**src/rtl/core/bcce_pkg.sv**
```systemverilog
// Shared types, constants and CRC helper functions for the byte command CRC echo block.
package bcce_pkg;

	localparam int unsigned CRC_DATA_BYTES = 16;
	localparam int unsigned CNT_W = 5;
	localparam int unsigned LEN_BYTES = 4;

	localparam logic [7:0] CMD_CRC = 8'd5;
	localparam logic [7:0] CMD_ECHO = 8'd10;

	localparam logic [31:0] CRC_POLY = 32'hEDB8_8320;
	localparam logic [31:0] CRC_INIT = 32'hFFFF_FFFF;

	localparam int unsigned SUFFIX_LEN = 16;
	localparam int unsigned SFX_IDX_W = $clog2(SUFFIX_LEN);

	localparam int unsigned CRC_BYTES = 4;
	localparam int unsigned EMIT_IDX_W = $clog2(CRC_BYTES);

	localparam int unsigned QUEUE_DEPTH = 4;
	localparam int unsigned QUEUE_AW = $clog2(QUEUE_DEPTH);
	localparam int unsigned QUEUE_CW = $clog2(QUEUE_DEPTH + 1);

	typedef enum logic [1:0] {
		MODE_IDLE,
		MODE_CRC,
		MODE_LEN,
		MODE_ECHO
	} mode_t;

	typedef enum logic {
		OP_CRC,
		OP_ECHO
	} op_kind_t;

	typedef struct packed {
		op_kind_t   kind;
		logic [7:0] data;
		logic       last;
	} op_t;

	typedef struct packed {
		logic [7:0] out_byte;
		logic       last_of_run;
	} word_t;

	typedef enum logic [1:0] {
		BK_IDLE,
		BK_DATA,
		BK_SUFFIX,
		BK_EMIT
	} bk_state_t;

	function automatic logic [7:0] suffix_byte(input logic [SFX_IDX_W-1:0] idx);
		logic [7:0] b;
		unique case (idx)
			4'd0:  b = 8'h54;
			4'd1:  b = 8'h41;
			4'd2:  b = 8'h4D;
			4'd3:  b = 8'h55;
			4'd4:  b = 8'h20;
			4'd5:  b = 8'h52;
			4'd6:  b = 8'h6F;
			4'd7:  b = 8'h62;
			4'd8:  b = 8'h6F;
			4'd9:  b = 8'h4D;
			4'd10: b = 8'h61;
			4'd11: b = 8'h73;
			4'd12: b = 8'h74;
			4'd13: b = 8'h65;
			4'd14: b = 8'h72;
			4'd15: b = 8'h73;
		endcase
		return b;
	endfunction

	function automatic logic [31:0] crc_bit(input logic [31:0] crc, input logic din);
		logic fb;
		fb = crc[0] ^ din;
		return (crc >> 1) ^ (fb ? CRC_POLY : 32'h0000_0000);
	endfunction

endpackage

```
**src/rtl/core/bcce_front.sv**
```systemverilog
// Front end: parses commands and lengths and queues data and echo operations.
module bcce_front (
	input  logic           clk,
	input  logic           arst_n,
	input  logic           push,
	input  logic [7:0]     data_byte,
	output logic           full,
	input  logic           q_full,
	output logic           q_push,
	output bcce_pkg::op_t  q_word
);

	bcce_pkg::mode_t            mode_q, mode_d;
	logic [bcce_pkg::CNT_W-1:0] cnt_q, cnt_d, cnt_inc;
	logic [31:0]                rem_q, rem_d, len_new;
	logic                       accept;

	assign full = q_full;
	assign accept = push & ~q_full;
	assign cnt_inc = cnt_q + bcce_pkg::CNT_W'(1);
	assign len_new = {rem_q[23:0], data_byte};

	always_ff @(posedge clk or negedge arst_n) begin
		if (!arst_n) begin
			mode_q <= bcce_pkg::MODE_IDLE;
			cnt_q <= '0;
			rem_q <= '0;
		end else begin
			mode_q <= mode_d;
			cnt_q <= cnt_d;
			rem_q <= rem_d;
		end
	end

	always_comb begin
		mode_d = mode_q;
		cnt_d = cnt_q;
		rem_d = rem_q;
		q_push = 1'b0;
		q_word.kind = bcce_pkg::OP_CRC;
		q_word.data = data_byte;
		q_word.last = 1'b0;
		if (accept) begin
			unique case (mode_q)
				bcce_pkg::MODE_IDLE: begin
					if (data_byte == bcce_pkg::CMD_CRC) begin
						mode_d = bcce_pkg::MODE_CRC;
						cnt_d = '0;
					end else if (data_byte == bcce_pkg::CMD_ECHO) begin
						mode_d = bcce_pkg::MODE_LEN;
						cnt_d = '0;
						rem_d = '0;
					end
				end
				bcce_pkg::MODE_CRC: begin
					q_push = 1'b1;
					q_word.last = (cnt_inc == bcce_pkg::CNT_W'(bcce_pkg::CRC_DATA_BYTES));
					cnt_d = cnt_inc;
					if (q_word.last) begin
						mode_d = bcce_pkg::MODE_IDLE;
						cnt_d = '0;
					end
				end
				bcce_pkg::MODE_LEN: begin
					rem_d = len_new;
					cnt_d = cnt_inc;
					if (cnt_inc == bcce_pkg::CNT_W'(bcce_pkg::LEN_BYTES)) begin
						cnt_d = '0;
						mode_d = (len_new == 32'd0) ? bcce_pkg::MODE_IDLE
						                            : bcce_pkg::MODE_ECHO;
					end
				end
				bcce_pkg::MODE_ECHO: begin
					q_push = 1'b1;
					q_word.kind = bcce_pkg::OP_ECHO;
					q_word.last = (rem_q == 32'd1);
					if (rem_q <= 32'd1) begin
						mode_d = bcce_pkg::MODE_IDLE;
						rem_d = '0;
					end else begin
						rem_d = rem_q - 32'd1;
					end
				end
			endcase
		end
	end

endmodule

```
**src/rtl/core/bcce_opq.sv**
```systemverilog
// Short operation queue between the front end and the back end.
module bcce_opq (
	input  logic           clk,
	input  logic           arst_n,
	input  logic           push,
	input  bcce_pkg::op_t  wdata,
	output logic           full,
	input  logic           pop,
	output bcce_pkg::op_t  rdata,
	output logic           empty
);

	bcce_pkg::op_t                 mem_q [bcce_pkg::QUEUE_DEPTH];
	logic [bcce_pkg::QUEUE_AW-1:0] wr_ptr_q, rd_ptr_q;
	logic [bcce_pkg::QUEUE_CW-1:0] count_q;
	logic                          do_push, do_pop;

	assign full = (count_q == bcce_pkg::QUEUE_CW'(bcce_pkg::QUEUE_DEPTH));
	assign empty = (count_q == '0);
	assign do_push = push & ~full;
	assign do_pop = pop & ~empty;
	assign rdata = mem_q[rd_ptr_q];

	always_ff @(posedge clk) begin
		if (do_push) begin
			mem_q[wr_ptr_q] <= wdata;
		end
	end

	always_ff @(posedge clk or negedge arst_n) begin
		if (!arst_n) begin
			wr_ptr_q <= '0;
			rd_ptr_q <= '0;
			count_q <= '0;
		end else begin
			if (do_push) begin
				wr_ptr_q <= wr_ptr_q + bcce_pkg::QUEUE_AW'(1);
			end
			if (do_pop) begin
				rd_ptr_q <= rd_ptr_q + bcce_pkg::QUEUE_AW'(1);
			end
			if (do_push && !do_pop) begin
				count_q <= count_q + bcce_pkg::QUEUE_CW'(1);
			end else if (do_pop && !do_push) begin
				count_q <= count_q - bcce_pkg::QUEUE_CW'(1);
			end
		end
	end

endmodule

```
**src/rtl/core/bcce_back.sv**
```systemverilog
// Back end: bit-serial CRC engine, suffix pass, reply sequencer and result queue.
module bcce_back (
	input  logic           clk,
	input  logic           arst_n,
	input  logic           op_empty,
	input  bcce_pkg::op_t  op_word,
	output logic           op_pop,
	input  logic           pop,
	output logic           empty,
	output logic [7:0]     out_byte,
	output logic           last_of_run
);

	bcce_pkg::bk_state_t               state_q, state_d;
	logic [31:0]                       crc_q, crc_next, res_q;
	logic [7:0]                        sh_q;
	logic [2:0]                        bit_q;
	logic [bcce_pkg::SFX_IDX_W-1:0]    sidx_q, sidx_d;
	logic [bcce_pkg::EMIT_IDX_W-1:0]   eidx_q;
	logic                              last_q;
	logic                              step, load_op, load_sfx, finish, emit;

	bcce_pkg::word_t                   oq_mem_q [bcce_pkg::QUEUE_DEPTH];
	logic [bcce_pkg::QUEUE_AW-1:0]     oq_wr_q, oq_rd_q;
	logic [bcce_pkg::QUEUE_CW-1:0]     oq_cnt_q;
	logic                              oq_full, oq_push, oq_pop;
	bcce_pkg::word_t                   oq_wdata, oq_rdata;

	assign crc_next = bcce_pkg::crc_bit(crc_q, sh_q[0]);

	always_ff @(posedge clk or negedge arst_n) begin
		if (!arst_n) begin
			state_q <= bcce_pkg::BK_IDLE;
		end else begin
			state_q <= state_d;
		end
	end

	always_comb begin
		state_d = state_q;
		op_pop = 1'b0;
		oq_push = 1'b0;
		oq_wdata.out_byte = op_word.data;
		oq_wdata.last_of_run = op_word.last;
		step = 1'b0;
		load_op = 1'b0;
		load_sfx = 1'b0;
		finish = 1'b0;
		emit = 1'b0;
		sidx_d = sidx_q + bcce_pkg::SFX_IDX_W'(1);
		unique case (state_q)
			bcce_pkg::BK_IDLE: begin
				if (!op_empty) begin
					if (op_word.kind == bcce_pkg::OP_ECHO) begin
						if (!oq_full) begin
							oq_push = 1'b1;
							op_pop = 1'b1;
						end
					end else begin
						op_pop = 1'b1;
						load_op = 1'b1;
						state_d = bcce_pkg::BK_DATA;
					end
				end
			end
			bcce_pkg::BK_DATA: begin
				step = 1'b1;
				sidx_d = '0;
				if (bit_q == 3'd7) begin
					if (last_q) begin
						load_sfx = 1'b1;
						state_d = bcce_pkg::BK_SUFFIX;
					end else begin
						state_d = bcce_pkg::BK_IDLE;
					end
				end
			end
			bcce_pkg::BK_SUFFIX: begin
				step = 1'b1;
				if (bit_q == 3'd7) begin
					if (sidx_q == bcce_pkg::SFX_IDX_W'(bcce_pkg::SUFFIX_LEN - 1)) begin
						finish = 1'b1;
						state_d = bcce_pkg::BK_EMIT;
					end else begin
						load_sfx = 1'b1;
					end
				end
			end
			bcce_pkg::BK_EMIT: begin
				oq_wdata.out_byte = res_q[31:24];
				oq_wdata.last_of_run =
					(eidx_q == bcce_pkg::EMIT_IDX_W'(bcce_pkg::CRC_BYTES - 1));
				if (!oq_full) begin
					oq_push = 1'b1;
					emit = 1'b1;
					if (oq_wdata.last_of_run) begin
						state_d = bcce_pkg::BK_IDLE;
					end
				end
			end
		endcase
	end

	always_ff @(posedge clk or negedge arst_n) begin
		if (!arst_n) begin
			crc_q <= bcce_pkg::CRC_INIT;
			bit_q <= '0;
			sidx_q <= '0;
			eidx_q <= '0;
			last_q <= 1'b0;
		end else begin
			if (load_op) begin
				bit_q <= '0;
				last_q <= op_word.last;
			end
			if (step) begin
				crc_q <= crc_next;
				bit_q <= bit_q + 3'd1;
			end
			if (load_sfx) begin
				sidx_q <= sidx_d;
			end
			if (finish) begin
				crc_q <= bcce_pkg::CRC_INIT;
				eidx_q <= '0;
			end
			if (emit) begin
				eidx_q <= eidx_q + bcce_pkg::EMIT_IDX_W'(1);
			end
		end
	end

	always_ff @(posedge clk) begin
		if (load_op) begin
			sh_q <= op_word.data;
		end else if (load_sfx) begin
			sh_q <= bcce_pkg::suffix_byte(sidx_d);
		end else if (step) begin
			sh_q <= sh_q >> 1;
		end
		if (finish) begin
			res_q <= ~crc_next;
		end else if (emit) begin
			res_q <= res_q << 8;
		end
	end

	// Result queue toward the output ports.
	assign oq_full = (oq_cnt_q == bcce_pkg::QUEUE_CW'(bcce_pkg::QUEUE_DEPTH));
	assign empty = (oq_cnt_q == '0);
	assign oq_pop = pop & ~empty;
	assign oq_rdata = oq_mem_q[oq_rd_q];
	assign out_byte = oq_rdata.out_byte;
	assign last_of_run = oq_rdata.last_of_run;

	always_ff @(posedge clk) begin
		if (oq_push) begin
			oq_mem_q[oq_wr_q] <= oq_wdata;
		end
	end

	always_ff @(posedge clk or negedge arst_n) begin
		if (!arst_n) begin
			oq_wr_q <= '0;
			oq_rd_q <= '0;
			oq_cnt_q <= '0;
		end else begin
			if (oq_push) begin
				oq_wr_q <= oq_wr_q + bcce_pkg::QUEUE_AW'(1);
			end
			if (oq_pop) begin
				oq_rd_q <= oq_rd_q + bcce_pkg::QUEUE_AW'(1);
			end
			if (oq_push && !oq_pop) begin
				oq_cnt_q <= oq_cnt_q + bcce_pkg::QUEUE_CW'(1);
			end else if (oq_pop && !oq_push) begin
				oq_cnt_q <= oq_cnt_q - bcce_pkg::QUEUE_CW'(1);
			end
		end
	end

endmodule

```
**src/rtl/core/byte_command_crc_echo.sv**
```systemverilog
// Top level of the byte command engine that answers with a CRC-32 reply or an echo.
//
//  Channel  | Handshake      | Words
//  ---------+----------------+---------------------------
//  input    | push / full    | data_byte
//  result   | empty / pop    | out_byte, last_of_run
//
// Command, length and echo bytes are taken in one cycle each when the operation queue has room.
// Each CRC data byte is loaded in the back end, then its eight bits are fed into the CRC one at a time.
// After the last data byte the 16 suffix bytes pass through the CRC, then the four reply bytes are queued.
// The asynchronous reset returns both ends to the command state with an empty queue.
// A stalled result queue stalls the back end, which in turn fills the queue and raises full.
module byte_command_crc_echo (
	input  logic       clk,
	input  logic       arst_n,
	input  logic       push,
	input  logic [7:0] data_byte,
	output logic       full,
	input  logic       pop,
	output logic       empty,
	output logic [7:0] out_byte,
	output logic       last_of_run
);

	logic          q_full, q_push, q_empty, q_pop;
	bcce_pkg::op_t q_wdata, q_rdata;

	bcce_front u_front (
		.clk       (clk),
		.arst_n    (arst_n),
		.push      (push),
		.data_byte (data_byte),
		.full      (full),
		.q_full    (q_full),
		.q_push    (q_push),
		.q_word    (q_wdata)
	);

	bcce_opq u_opq (
		.clk    (clk),
		.arst_n (arst_n),
		.push   (q_push),
		.wdata  (q_wdata),
		.full   (q_full),
		.pop    (q_pop),
		.rdata  (q_rdata),
		.empty  (q_empty)
	);

	bcce_back u_back (
		.clk         (clk),
		.arst_n      (arst_n),
		.op_empty    (q_empty),
		.op_word     (q_rdata),
		.op_pop      (q_pop),
		.pop         (pop),
		.empty       (empty),
		.out_byte    (out_byte),
		.last_of_run (last_of_run)
	);

endmodule
```
**config.mk**
```make
export PLATFORM = sky130hd
export DESIGN_NAME = byte_command_crc_echo
export DESIGN_NICKNAME = d
export VERILOG_FILES = /design/src/rtl/core/bcce_pkg.sv /design/src/rtl/core/bcce_front.sv /design/src/rtl/core/bcce_opq.sv /design/src/rtl/core/bcce_back.sv /design/src/rtl/core/byte_command_crc_echo.sv
export SDC_FILE = /design/constraint.sdc
export NUM_CORES = 1
export LEC_CHECK = 0
export BUFFER_PORTS_ARGS = -buffer_cell sky130_fd_sc_hd__buf_2
export CORE_MARGIN = 2
export CORE_UTILIZATION = 40
export DETAILED_ROUTE_END_ITERATION = 12
export PLACE_DENSITY = 0.64
export SETUP_SLACK_MARGIN = 0.15
export SLEW_MARGIN = 20
export SYNTH_ARGS = -nofsm -noshare
export SYNTH_HDL_FRONTEND = slang
export SYNTH_SLANG_ARGS = --single-unit
```
**constraint.sdc**
```tcl
create_clock -name clk -period 4.36 [get_ports clk]
set_input_delay 0.654 -clock clk [delete_from_list [all_inputs] [get_ports clk]]
set_output_delay 0.654 -clock clk [all_outputs]
set_load 0.02 [all_outputs]
```
# [After elaboration in Yosys (flattened, before gate mapping)]
# Memories as Yosys holds them, arrays and structs flattened.
# Cells that the tools add are included.
[word_totals] regBits=137 mem_bits_rw=76 mem_bits_ro=112 in_bits=12 out_inout_bits=11 wordCells=173 n_memories=3
[op_classes] add_sub_neg=13 order_cmp=1 n_eq_ne=29 muxes=73 bitwise_logic=10 n_reduce_logical=27
[mem_list] memory="(no name shown)" words=16 word_bits=7 read_ports=1 rd_clocked_by_memory_dff=0 wr=0 line_no="bcce_pkg.sv:56" text="unique case (idx)"
[mem_list] memory="u_opq.mem_q" words=4 word_bits=10 read_ports=1 rd_clocked_by_memory_dff=0 wr=1 line_no="bcce_opq.sv:13" text="bcce_pkg::op_t mem_q [bcce_pkg::QUEUE_DEPTH];"
[mem_list] memory="u_back.oq_mem_q" words=4 word_bits=9 read_ports=1 rd_clocked_by_memory_dff=0 wr=1 line_no="bcce_back.sv:23" text="bcce_pkg::word_t oq_mem_q [bcce_pkg::QUEUE_DEPTH];"
[ops] cell="32-bit two-way mux" count=8
[ops] cell="32-bit case mux with 3 select lines" count=1
[ops] cell="32-bit by 1-bit equality test with 1-bit output (second input constant)" count=1
[ops] cell="32-bit by 1-bit <= comparator with 1-bit output (second input constant)" count=1
[ops] cell="32-bit zero test" count=1
[ops] cell="2-bit two-way mux" count=16
[ops] cell="32-bit NOT" count=1
[ops] cell="32-bit by 1-bit subtractor with 32-bit output (second input constant)" count=1
[ops] cell="31-bit by 32-bit XOR with 32-bit output" count=1
[ops] cell="1-bit two-way mux" count=27
[ops] cell="8-bit two-way mux" count=3
[ops] cell="5-bit two-way mux" count=4
[ops] cell="3-bit two-way mux" count=6
[ops] cell="2-bit by 1-bit inequality test with 1-bit output (second input constant)" count=8
[ops] cell="2-bit case mux with 4 select lines" count=2
[ops] cell="5-bit case mux with 3 select lines" count=1
[ops] cell="2-bit by 1-bit adder with 2-bit output (second input constant)" count=5
[ops] cell="2-bit equality test (second input constant)" count=5
[ops] cell="2-bit nonzero test" count=5
[ops] cell="3-bit by 1-bit adder with 3-bit output (second input constant)" count=3
[ops] cell="3-bit equality test (second input constant)" count=3
[ops] cell="9-bit two-way mux" count=1
[ops] cell="3-bit nonzero test" count=3
[ops] cell="8-bit by 3-bit equality test with 1-bit output (second input constant)" count=1
[ops] cell="other kinds (24)" count=45

# [Logic depth before layout (Yosys ltp)]
[logic_depth] depth_word=9 ltp_mapped=12 depth_no_buf=12

# [Modules after synthesis]
# A second synthesis with hierarchy kept.
[hier_totals] hier_cells=885 area_unflattened_um2=10613.9
[modules_own_cells] mod="bcce_back" instances=1 cells_per_inst=462 area_each_um2=5878.1 seq_area_each_um2=3598.5
[modules_own_cells] mod="bcce_front" instances=1 cells_per_inst=335 area_each_um2=2871.5 seq_area_each_um2=975.9
[modules_own_cells] mod="bcce_opq" instances=1 cells_per_inst=88 area_each_um2=1864.3 seq_area_each_um2=1376.3

# [Worst setup path after synthesis]
# OpenSTA, ideal clock, no wires.
[synth_path] path_kind="input-to-reg" from="input port data_byte[7]" to="register u_front.rem_q[18]" setup_ns=0.145 arrival_time_ns=2.469 t_required_ns=4.215 slack_ns=1.746 cell_stages=8 path_cell_list="or4_4 o41a_1 buf_6 or2_1 buf_6 buf_6 a22oi_1 o211ai_1"
[synth_via] elab_chain_len=3 elab_cells_between_ends=5 cone_classes="eq/ne: 4; reduce/logical: 1"
[synth_lines] item="start: declaration" line_no="byte_command_crc_echo.sv:17" text="input logic [7:0] data_byte,"
[synth_lines] item="8-bit by 3-bit equality test with 1-bit output / 8-bit by 4-bit equality test with 1-bit output (equally long branches)" line_no="bcce_front.sv:46, bcce_front.sv:49"
[synth_lines] item="2-bit inequality test (no line) / 2-bit by 1-bit inequality test with 1-bit output (equally long branches)"
[synth_lines] item="4-bit AND reduction (no line) *"
[synth_lines] item="end signal: assignment" line_no="bcce_front.sv:31" text="rem_q <= rem_d;"
[synth_lines] item="end: declaration" line_no="bcce_front.sv:15" text="logic [31:0] rem_q, rem_d, len_new;"
# Every way passes the cells marked *; elsewhere a longest branch is shown, timed or not.
# A chain may end at the register's enable or synchronous reset.

# [Worst setup path in the final report]
[layout_path] from="register u_front.rem_q[5]" to="register u_front.rem_q[26]"
[layout_via] elab_chain_len=3 elab_cells_between_ends=4 cone_classes="add/sub: 1; order compare: 1; mux: 2"
[layout_lines] item="32-bit by 1-bit subtractor with 32-bit output / 32-bit by 1-bit <= comparator with 1-bit output (equally long branches)" line_no="bcce_front.sv:81, bcce_front.sv:77"
[layout_lines] item="32-bit two-way mux *" line_no="bcce_front.sv:77" text="if (rem_q <= 32'd1) begin"
[layout_lines] item="32-bit case mux with 3 select lines *" line_no="bcce_front.sv:44" text="unique case (mode_q)"
# Marked as above.

==> key figures <==
Place
  – PortBufs: 22
  – Placement Cell Area: 0.0109 mm^2
  – Pre-CTS setup slack: 1.03 ns
  – DP Wirelength: 14500 um
  – GP Congestion: 0.812

Layout
  – Layout cells sized above 1: 16.1%
  – Finished Cell Area: 0.0116 mm^2
  – NumNets Final: 962
  – Area Overhead vs Synth: 11.6%
  – Area of the multi-input gates: 0.00418 mm^2
  – Fillers: 2362
  – ANT cells: 0
  – Register area: 0.00595 mm^2

Critical path
  – R2R Setup Slk: 1.13 ns
  – Crit Path Category: reg -> reg
  – Critical Path AT: 3.60 ns
  – Startpoint Class: flop
  – Endpoint class of the critical path: flop
  – CP max FO: 14
  – Critical Path RT: 4.72 ns

GRT
  – First-pass GRT wire length: 37000 um
  – M1 GR Usage: 23.3%
  – Pin count of the biggest net entering global routing: 73
  – M3 GR Usage: 2.30%
  – Most used routing layer: met2
  – Initial antenna violation count: 0
  – Global Route Usage Sum: 16.9%
  – Vias in the first global route: 6909
  – Congestion Overflow GR: 0
  – Met2 usage: 28.2%

Synth
  – Post-synthesis adder-cell area fraction: 4.20%
  – Largest family of logic cells by synthesized area: simple AND/OR/NAND/NOR gates
  – Area contributors post-synth: edfxtp_1 33%, dfrtp_1 16%, dfstp_2 8.1%
  – Synth Instances: 905
  – Mapped Avg Cell Area: 11.5 um^2
  – Post-synth top area share: 33.4%
  – Post-Synthesis Net Count: 950
  – Number of synthesized flops with an enable pin: 116
  – Library cells used by synthesis: 74
  – Sequential fraction of the synthesis area: 57.0%
  – YS warnings: 0
  – Post-synthesis mux area share: 6.16%
  – Post-synthesis simple-gate area fraction: 15.1%
  – Biggest area consumer among synthesized cells: edfxtp_1
  – Fraction of registers with async set/reset: 45.5%
  – Top_reg_cell synth: edfxtp_1
  – Area of the mapped netlist: 0.0104 mm^2
  – Compound-cell area share of the yosys netlist: 12.1%
  – Yosys reg bits: 213
  – Xor and xnor area share after synthesis: 2.35%

Floorplanning
  – Die width: 166 um
  – Core box area: 0.0258 mm^2
  – Die Span Y: 166 um
  – # IOs: 23
  – Die area: 0.0274 mm^2
  – Std-Cell Rows: 59
  – Effective utilization at floorplan: 40.4%

Detailed routing
  – Residual DRC: 0
  – Drt wl/cell: 17.6 um
  – DRT Pass-1 Iters: 7
  – Final ANT Viol Nets: 0
  – Via count: 7051
  – WL final: 22300 um
  – Initial detailed-routing violation count: 590
  – DR vias/cell: 5.55

Timing
  – Unrepaired setup endpoints after global routing: no
  – Fin. Hold Viols: 0
  – Worst Skew: 0.00633 ns
  – Max-slew violations: 0
  – Max Clock Freq: 0.309 GHz
  – Hold WS: 0.143 ns
  – Slew headroom: 28.7%
  – Ratio of final minimum period to clock period: 74.2%
  – Slew @ Worst Pin: 1.07 ns
  – Final worst path period need: 3.23 ns
  – Post-route setup slack: 1.13 ns
  – Final setup fails: 0
  – Setup TNS: 0 ns

Min path
  – Min-delay worst type: in -> async

Clocking
  – Hold_buf cts: 0
  – CTS root buf: clkbuf_16
  – CTS tree: done
  – # resized after CTS: 0
  – CTS Sinks: 213
  – Num CTS Buffers: 24
  – H-Tree Depth: 1
  – Setup Fix Bufs, Post-CTS: 0
  – Clock Latency Late Sink: 0.51 ns
  – Clock Path Buffers: 3
  – Clk slew on worst S/H paths: 0.06 ns

Outcome
  – Status: completed

Pwr
  – Pwr dens: 659 mW/mm^2
  – Static leakage: 4.35 nW
  – Peak supply drop: 0.378 mV
  – Total Power: 7.67 mW

Run
  – Max cap viols: 0
## final timing paths
| kind | from | endpoint | cells past startpoint |
|---|---|---|---|
| setup / recovery | u_front.rem_q[5] | u_front.rem_q[26] | 5 |
| hold / removal | arst_n | u_front.rem_q[5] | 1 |
| setup reg to reg | u_front.rem_q[5] | u_front.rem_q[26] | 5 |
| hold reg to reg | u_back.crc_q[13] | u_back.crc_q[13] | 2 |
| max in group asynchronous | arst_n | u_back.eidx_q[1] | 2 |
| min in group clk | data_byte[6] | u_opq.mem_q[1][7] | 1 |
## critical path, stage by stage, from the launching register on
cell      delay [ns]
dfrtp_1         0.48
nor4_2          0.57
and4_1          0.54
nand4_1         0.73
nand2_1         0.59
o211ai_1        0.17
## power by group
| group | internal, mW | switching [mW] | total [mW] |
|---|---|---|---|
| clock network | 1.18 | 0.806 | 1.99 |
| logic | 0.973 | 1.51 | 2.48 |
| registers | 2.87 | 0.338 | 3.20 |
## sequential cells by signal, summed over array words and instances, names as in the netlist, 4 cells and up, named ones only
signal	flops
u_opq.mem_q	40
u_front.cnt_q	5
u_back.crc_q	32
u_back.sidx_q	4
u_back.res_q	32
u_back.oq_mem_q	36
u_front.rem_q	32
u_back.sh_q	8
## cell usage after synthesis (all sizes together), types with 10 or more instances
master    n
edfxtp  116
nor2    100
nand2    79
dfrtp    65
o21ai    56
a21oi    54
clkbuf   37
nand3    34
dfstp    32
ha       31
inv      31
xor2     20
mux4     19
nor3     19
nand4    18
a22oi    14
and2     13
mux2     12
nor4     12
buf      10
nand2b   10
## stage by stage
stage / std cells / util (%)
after floorplan: 905 / -
after global placement: 1226 / 42.0
after detailed placement: 1226 / 42.0
after CTS: 1270 / 45.1
after global routing: 1270 / 45.1
final: 1270 / 45.1
## cell families after synthesis
group / count (synthesis)
and+or+nand+nor: 320
DFF: 213
AOI/OAI and AO/OA: 193
buffers and inverters: 78
muxes: 39
adders and majority gates: 34
xor gates and xnor gates: 28
## layout make-up
type / count / share of cell area [%]
clock inverter: 14 / 1.09
tap: 335 / 3.60
sequential: 213 / 51.1
timing repair buffer: 33 / 1.68
clock buffer: 30 / 5.62
inverter: 31 / 0.999
multi-input combinational: 614 / 35.9
## cells in the final DEF (no fill, tap or decap), types with 5 or more instances in the layout
cell type	n
nor2_1	100
and2_1	12
nor3_1	18
mux2i_1	8
xnor2_1	8
nand2b_1	10
o2bb2ai_1	8
dfrtp_1	65
buf_4	12
clkbuf_16	25
inv_1	31
xor2_1	19
edfxtp_1	116
ha_1	30
mux4_2	19
o31ai_1	5
a21oi_1	54
nand3_1	33
clkinv_2	5
buf_2	21
a32oi_1	6
nand2_1	79
dfstp_2	32
mux2_2	12
o211ai_1	8
a22oi_1	14
nor4_1	10
nand4_1	18
o21ai_0	53
## routing by layer
| metal | wire length (um) | vias up |
|---|---|---|
| met1 | 10100 | 3453 |
| met2 | 10800 | 189 |
| li1 | - | 3383 |
| met3 | 1010 | 26 |
| met4 | 469 | 0 |
| met5 | 0 | - |
No activity file was read; power rests on OpenSTA's default activity.
